`config.mk`:
```
export PLATFORM = sky130hd
export DESIGN_NAME = dwconv_dot
export DESIGN_NICKNAME = d
export VERILOG_FILES = /design/src/dwconv_pkg.sv /design/src/dwconv_dot.sv
export SDC_FILE = /design/constraint.sdc
export NUM_CORES = 2
export LEC_CHECK = 0
export BUFFER_PORTS_ARGS = -buffer_cell sky130_fd_sc_hd__buf_2
export CAP_MARGIN = 10
export CELL_PAD_IN_SITES_DETAIL_PLACEMENT = 1
export CELL_PAD_IN_SITES_GLOBAL_PLACEMENT = 1
export CORE_UTILIZATION = 40
export CTS_BUF_LIST = sky130_fd_sc_hd__clkbuf_16
export DETAILED_ROUTE_END_ITERATION = 12
export GPL_ROUTABILITY_DRIVEN = 0
export PLACE_DENSITY_LB_ADDON = 0.15
export SLEW_MARGIN = 20
export SYNTH_ARGS = -nofsm -noshare
export SYNTH_HDL_FRONTEND = slang
export SYNTH_SLANG_ARGS = --single-unit
```
`constraint.sdc`:
```
create_clock -name clk -period 4.81 [get_ports clk]
set_clock_uncertainty 0.05 [all_clocks]
set_input_delay 0.7215 -clock clk [delete_from_list [all_inputs] [get_ports clk]]
set_output_delay 0.7215 -clock clk [all_outputs]
set_load 0.02 [all_outputs]
```
`src/dwconv_pkg.sv`:
```
// ----------------------------------------------------------------------------
// dwconv_pkg: shared constants and types
// Sizes, command codes and payload types of the depthwise causal convolution.
// ----------------------------------------------------------------------------
package dwconv_pkg;

	localparam int MAX_CHANNELS = 1024;
	localparam int MAX_TAPS     = 4;
	localparam int HIST_LEN     = MAX_TAPS - 1;

	localparam int CH_W    = 10;
	localparam int VAL_W   = 16;
	localparam int TAP_W   = 4;
	localparam int TAPS_W  = 5;
	localparam int SUM_W   = 36;
	localparam int PROD_W  = 2 * VAL_W;

	localparam int ADDR_W  = (MAX_CHANNELS > 1) ? $clog2(MAX_CHANNELS) : 1;
	localparam int KW      = $clog2(MAX_TAPS + 1);
	localparam int FILL_W  = $clog2(MAX_TAPS);
	localparam int EPOCH_W = 8;

	localparam logic [TAPS_W-1:0] TAPS_RESET = TAPS_W'(4);

	typedef enum logic [1:0] {
		CMD_LOAD  = 2'd0,
		CMD_PUSH  = 2'd1,
		CMD_START = 2'd2
	} cmd_t;

	typedef logic signed [VAL_W-1:0]  smp_t;
	typedef logic signed [PROD_W-1:0] prod_t;
	typedef smp_t [MAX_TAPS-1:0]      smp_vec_t;
	typedef smp_t [HIST_LEN-1:0]      hist_vec_t;

	// one history memory row per channel; hist[HIST_LEN-1] is the newest
	typedef struct packed {
		logic [EPOCH_W-1:0] epoch;
		logic [FILL_W-1:0]  fill;
		hist_vec_t          hist;
	} hrow_t;

	// operands of one dot product, already masked to the kernel length
	typedef struct packed {
		logic [CH_W-1:0] ch;
		smp_vec_t        win;
		smp_vec_t        wts;
	} dot_req_t;

endpackage

```
`src/dwconv_dot.sv`:
```
// ----------------------------------------------------------------------------
// dwconv_dot: multiply lanes and sum register
// One registered product per tap, then an add tree into the output register.
// ----------------------------------------------------------------------------
module dwconv_dot import dwconv_pkg::*; (
	input  logic              clk,
	input  logic              arst_n,
	input  logic              go,
	input  dot_req_t          req,
	output logic              s2_free,
	output logic              out_valid,
	input  logic              out_stall,
	output logic [CH_W-1:0]   out_channel,
	output logic [SUM_W-1:0]  sum
);

	logic                    v_s2;
	logic [CH_W-1:0]         ch_s2;
	prod_t [MAX_TAPS-1:0]    prod_s2;
	logic                    out_valid_q;
	logic [CH_W-1:0]         out_ch_q;
	logic signed [SUM_W-1:0] sum_q;
	logic signed [SUM_W-1:0] acc;
	logic                    out_free;

	assign out_free = !out_valid_q || !out_stall;
	assign s2_free  = !v_s2 || out_free;

	always_comb begin
		acc = '0;
		for (int i = 0; i < MAX_TAPS; i++) begin
			acc = acc + SUM_W'(prod_s2[i]);
		end
	end

	always_ff @(posedge clk or negedge arst_n) begin
		if (!arst_n) begin
			v_s2        <= 1'b0;
			out_valid_q <= 1'b0;
		end else begin
			if (s2_free) begin
				v_s2 <= go;
			end
			if (out_free) begin
				out_valid_q <= v_s2;
			end
		end
	end

	always_ff @(posedge clk) begin
		if (go && s2_free) begin
			ch_s2 <= req.ch;
			for (int i = 0; i < MAX_TAPS; i++) begin
				prod_s2[i] <= PROD_W'(req.win[i]) * PROD_W'(req.wts[i]);
			end
		end
		if (out_free && v_s2) begin
			out_ch_q <= ch_s2;
			sum_q    <= acc;
		end
	end

	assign out_valid   = out_valid_q;
	assign out_channel = out_ch_q;
	assign sum         = sum_q;

endmodule

```
== Yosys cells after proc, flatten, opt, wreduce, memory -nomap -nowiden ==
Cells that the tools add are included.
W data, S select, Z words.
Storage, ports and cells
  bits in read-only memories: 0
  memories: 0
  register bits after elaboration: 186
  memory bits (writable): 0
  output and inout port bits: 48
  bits in latches: 0
Cells by class
  equality and inequality tests: 0
  order comparisons: 0
  shift-type cells: 0
  mux-type cells: 0
  multipliers: 4
  $add $sub $neg: 3
  bitwise logic cells: 0
  div/mod/pow operators: 0
  reduce and logical (&&, ||, !) cells: 7
Operators with widths (number)
  $mul A16 B16 Y32: 4
  $add A34 B32 Y35: 1
  $add A33 B32 Y34: 1
  $add A32 B32 Y33: 1
  $logic_not A1 Y1: 3
  $logic_and A1 B1 Y1: 2
  $logic_or A1 B1 Y1: 2

== Depth between registers and ports, before layout ==
  depth after elaboration: 4
  depth in mapped cells: 25
  depth with buffers taken out: 24

== Worst setup path before layout ==
OpenSTA, ideal clock, no wires.
  path type: input to register
  start point: input req[33] (netlist name)
  end point: register prod_s2[94] (netlist name) (data pin)
  setup time: 258 ps
  required time: 4502 ps
  path buffers: 1
  arrival: 6365 ps
  path slack: -1863 ps
  stages: 22
  cell sequence: clkbuf_1 -> nand2_1 -> inv_1 -> fa_1 -> fa_1 -> inv_1 -> fa_1 -> inv_1 -> fa_1 -> fa_1 -> inv_1 -> fa_1 -> inv_1 -> ha_1 -> and4_1 -> nand3_1 -> a21oi_1 -> a2111o_1 -> a41o_1 -> a21o_1 -> a21oi_2 -> xnor2_1
On the way
  word-level cells in the longest chain between the ends: 1
RTL lines
  start: declaration: RTL line dwconv_dot.sv:9  | input dot_req_t req,
  $mul A16 B16 Y32: RTL line dwconv_dot.sv:54  | prod_s2[i] <= PROD_W'(req.win[i]) * PROD_W'(req.wts[i]);
  end signal: indexed assignment: RTL line dwconv_dot.sv:54
  end: declaration: RTL line dwconv_dot.sv:19  | prod_t [MAX_TAPS-1:0] prod_s2;
Every way passes these cells.
A chain may end at the register's enable or synchronous reset.

== Worst setup path after layout ==
  start point: input req[116] (netlist name)
  end point: register prod_s2[124] (netlist name) (data pin)
The elaborated chain is that of the path after synthesis.

==> impl_metrics.toml <==
[status]
run_status = "finished, violations left"
violations = "negative setup slack"

[placement]
dp_hpwl_um = 118000
port_buffers = 189
detailed_place.area_um2 = 56900

[floorplan]
floorplan.core_area_um2 = 118000
chip_width_um = 347
std_cell_rows = 126
start_util_pct = 40.3
die_h_um = 347
design.die.area_um2 = 120000
boundaryPins = 190

[cells_and_area]
area_delta_synth_final_pct = 29.5
fin_nets = 7332
fillCellCount = 13025
design_area_um2 = 61700
drive_above_1_share_pct = 29.2

[min_path]
min_to = "ch_s2[5]"
min_path_type = "primary input to register"
min_from = "req[133]"
worst_hold_path.num_cells = 1

[timing]
final-hold-violation-count = 0
timing.final.crit_period_ns = 6.00
grt_setup_unrepaired = "yes"
finalSetupViolCount = 88
relative_slew_margins_pct = 37.0
tightest_slew_ns = 0.942
maxSlewViolCount = 0
worst_slack_ns = -1.19
min_period_over_period_pct = 125
max_freq_mhz = 167

[synth]
simple_gate_fraction_of_synth_area_pct = 13.7
synth.distinct_cells = 76
synth.top_cell.area_share_pct = 46.8
ys_seq_area_share_pct = 11.6
muxShareOfSynthArea_pct = 0
synth-warning-count = 0
yosysMostFrequentCell = "inv_1"
dominantRegCellSynth = "edfxtp_1"
synthTopCellsByArea = "fa_1 47%, edfxtp_1 12%, ha_1 9.5%, inv_1 9.3%, and2_1 6.4%"
combinational_family_with_the_most_area_after_synthesis = "adder cells"
syn_area_um2 = 47600
netlist.top_cell.by_area = "fa_1"
synth-adder-area-share_pct = 56.3
synth_seq_cells = 185
complex_gate_fraction_of_the_synthesized_area_pct = 5.08
number_of_enable_flip_flop_cells_after_synthesis = 183
synthesis.area_per_instance_um2 = 9.90
synthesis.nets = 6427
synthArstFlopShare_pct = 1.08
syn_inst = 4810
cell_types_with_the_highest_counts_after_synthesis = "1178 x inv_1, 1113 x fa_1, 531 x nand2_1, 489 x and2_1, 362 x ha_1"
post_synth_xor_area_fraction_pct = 2.92

[grt]
first_global_vias = 41776
groute.usage.overall_pct = 23.5
antenna_found_initial = 11
grt_max_degree = 70
grt_pass1_wl_um = 223000
global_route.overflow_total = 0

[route]
avgViaCountPerCell = 4.88
dr_total_vias = 35454
drt_wl_total_um = 136000
wire_per_inst_um = 18.7
detail-route-antenna-nets = 0
dr.pass1.iters = 5
drtIter0Drc = 1349
drc = 0

[setup_path]
r2r_end = "sum[27]"
crit_path_max_fanout = 3
regToRegSetupSlack_ns = 0.13
worst_setup_path_end_kind = "register"
timing.critical_path.required_ns = 4.99
r2r_cells = 16
reg2reg_from = "prod_s2[65]"
crit_path_start_kind = "primary input"
worst-setup-path-type = "primary input to register"
critPathLaunch = "req[116]"
critPathArrivalTime_ns = 6.18

[cts]
cts.htree.levels = 4
cts_tree = "done"
worst_path_clk_slew_ns = 0.10
cts_buffers = 17
cts_root_buf = "clkbuf_16"
deepest_clock_path_buffer_count = 2
clock_insertion_delay_worst_skew_ns = 0.50
tritoncts_num_sinks = 185

[job]
cap_violations = 0
## cell families after synthesis
logic type / after synthesis
buf+inv: 1311
xor+xnor: 159
compound gates: 369
fa+ha+maj: 1475
flops: 185
simple gates: 1311
## registers in the layout (all words and copies together), names as in the netlist
| register | count |
|---|---|
| ch_s2 | 10 |
| out_channel | 10 |
| out_valid | 1 |
| prod_s2 | 128 |
| sum | 35 |
| v_s2 | 1 |
## cells in the final DEF, fill, tap and decap left out, types with 23 or more instances in the layout
| cell type | Yosys | layout |
|---|---|---|
| o21a_1 | 29 | 29 |
| nor2_1 | 129 | 97 |
| buf_2 | 0 | 89 |
| buf_4 | 1 | 655 |
| xnor2_1 | 131 | 99 |
| and2_1 | 489 | 390 |
| fa_2 | 0 | 56 |
| nand2_1 | 531 | 484 |
| buf_12 | 0 | 41 |
| and2_4 | 0 | 99 |
| nand2_2 | 1 | 35 |
| ha_4 | 0 | 64 |
| edfxtp_1 | 183 | 183 |
| buf_8 | 0 | 23 |
| nand2b_1 | 34 | 29 |
| inv_1 | 1178 | 1086 |
| inv_2 | 0 | 87 |
| fa_1 | 1113 | 1057 |
| a21oi_1 | 108 | 52 |
| buf_6 | 0 | 205 |
| a21o_1 | 53 | 53 |
| nand3_1 | 30 | 23 |
| o21ai_0 | 63 | 32 |
| a21oi_2 | 2 | 45 |
| ha_1 | 362 | 286 |
## area by class of cell
cell class | count | area [µm²] | area share (%)
Multi-Input combinational cell | 3314 | 40300 | 65.4
Sequential cell | 185 | 5550 | 8.99
Clock inverter | 15 | 116 | 0.189
Antenna cell | 1 | 2.50 | 0.00406
Clock buffer | 17 | 425 | 0.690
Inverter | 1178 | 4440 | 7.19
Timing Repair Buffer | 1019 | 8880 | 14.4
Tap cell | 1536 | 1920 | 3.12
## per-stage QoR
stage	instances	setup slack [ns]	utilization, %	setup TNS (ns)	hold slack [ns]
floorplan	4810	-1.52	-	-68.11	0.350
global placement	7143	-1.77	48.1	-127.72	0.351
detailed placement	7143	-1.83	48.1	-131.68	0.355
CTS	7230	-1.16	51.1	-66.99	0.304
global route	7265	-1.36	52.2	-82.73	0.324
finish	7265	-1.19	52.2	-69.53	0.337
## routing by layer
layer	GRT usage [%]	share of wire [%]	vias to the layer above
li1	-	-	16139
met1	30.5	43	18713
met2	42.1	52	435
met3	2.68	2.8	161
met4	5.11	2.1	6
met5	0	0.029	-
## worst max path at each step
stage | cells past startpoint | slack (ns) | to
after floorplan | 22 | -1.52 | prod_s2[124]
after global placement | 21 | -1.77 | prod_s2[63]
after detailed placement | 23 | -1.83 | prod_s2[124]
after CTS | 20 | -1.16 | prod_s2[61]
after global routing | 22 | -1.36 | prod_s2[124]
final | 22 | -1.19 | prod_s2[124]
## critical path, cell delays in order
cell and delay [ns]:
buf_12 0.11, and2_4 0.15, fa_1 0.52, inv_1 0.06, fa_1 0.51, inv_2 0.05
fa_1 0.53, fa_1 0.45, fa_1 0.51, inv_1 0.05, fa_1 0.51, inv_2 0.05
ha_4 0.24, nand3_2 0.07, o22ai_1 0.08, a21o_1 0.17, or4_1 0.40, o22a_2 0.29
a211o_1 0.30, a31o_2 0.22, a21oi_2 0.13, xnor2_1 0.08
## repair_timing
action / 4_1_cts / 5_1_grt
setup buffers: 100 / 60
pin swaps: 348 / 251
gates cloned: 0 / 0
hold buffers: 1 / 0
setup endpoints to repair: 92 / 91
gates resized for setup: 647 / 292
hold endpoints to repair: 2 / 0
Power is not shown: default switching activity piles up to over one toggle a cycle in this logic, so the estimate is an artifact.
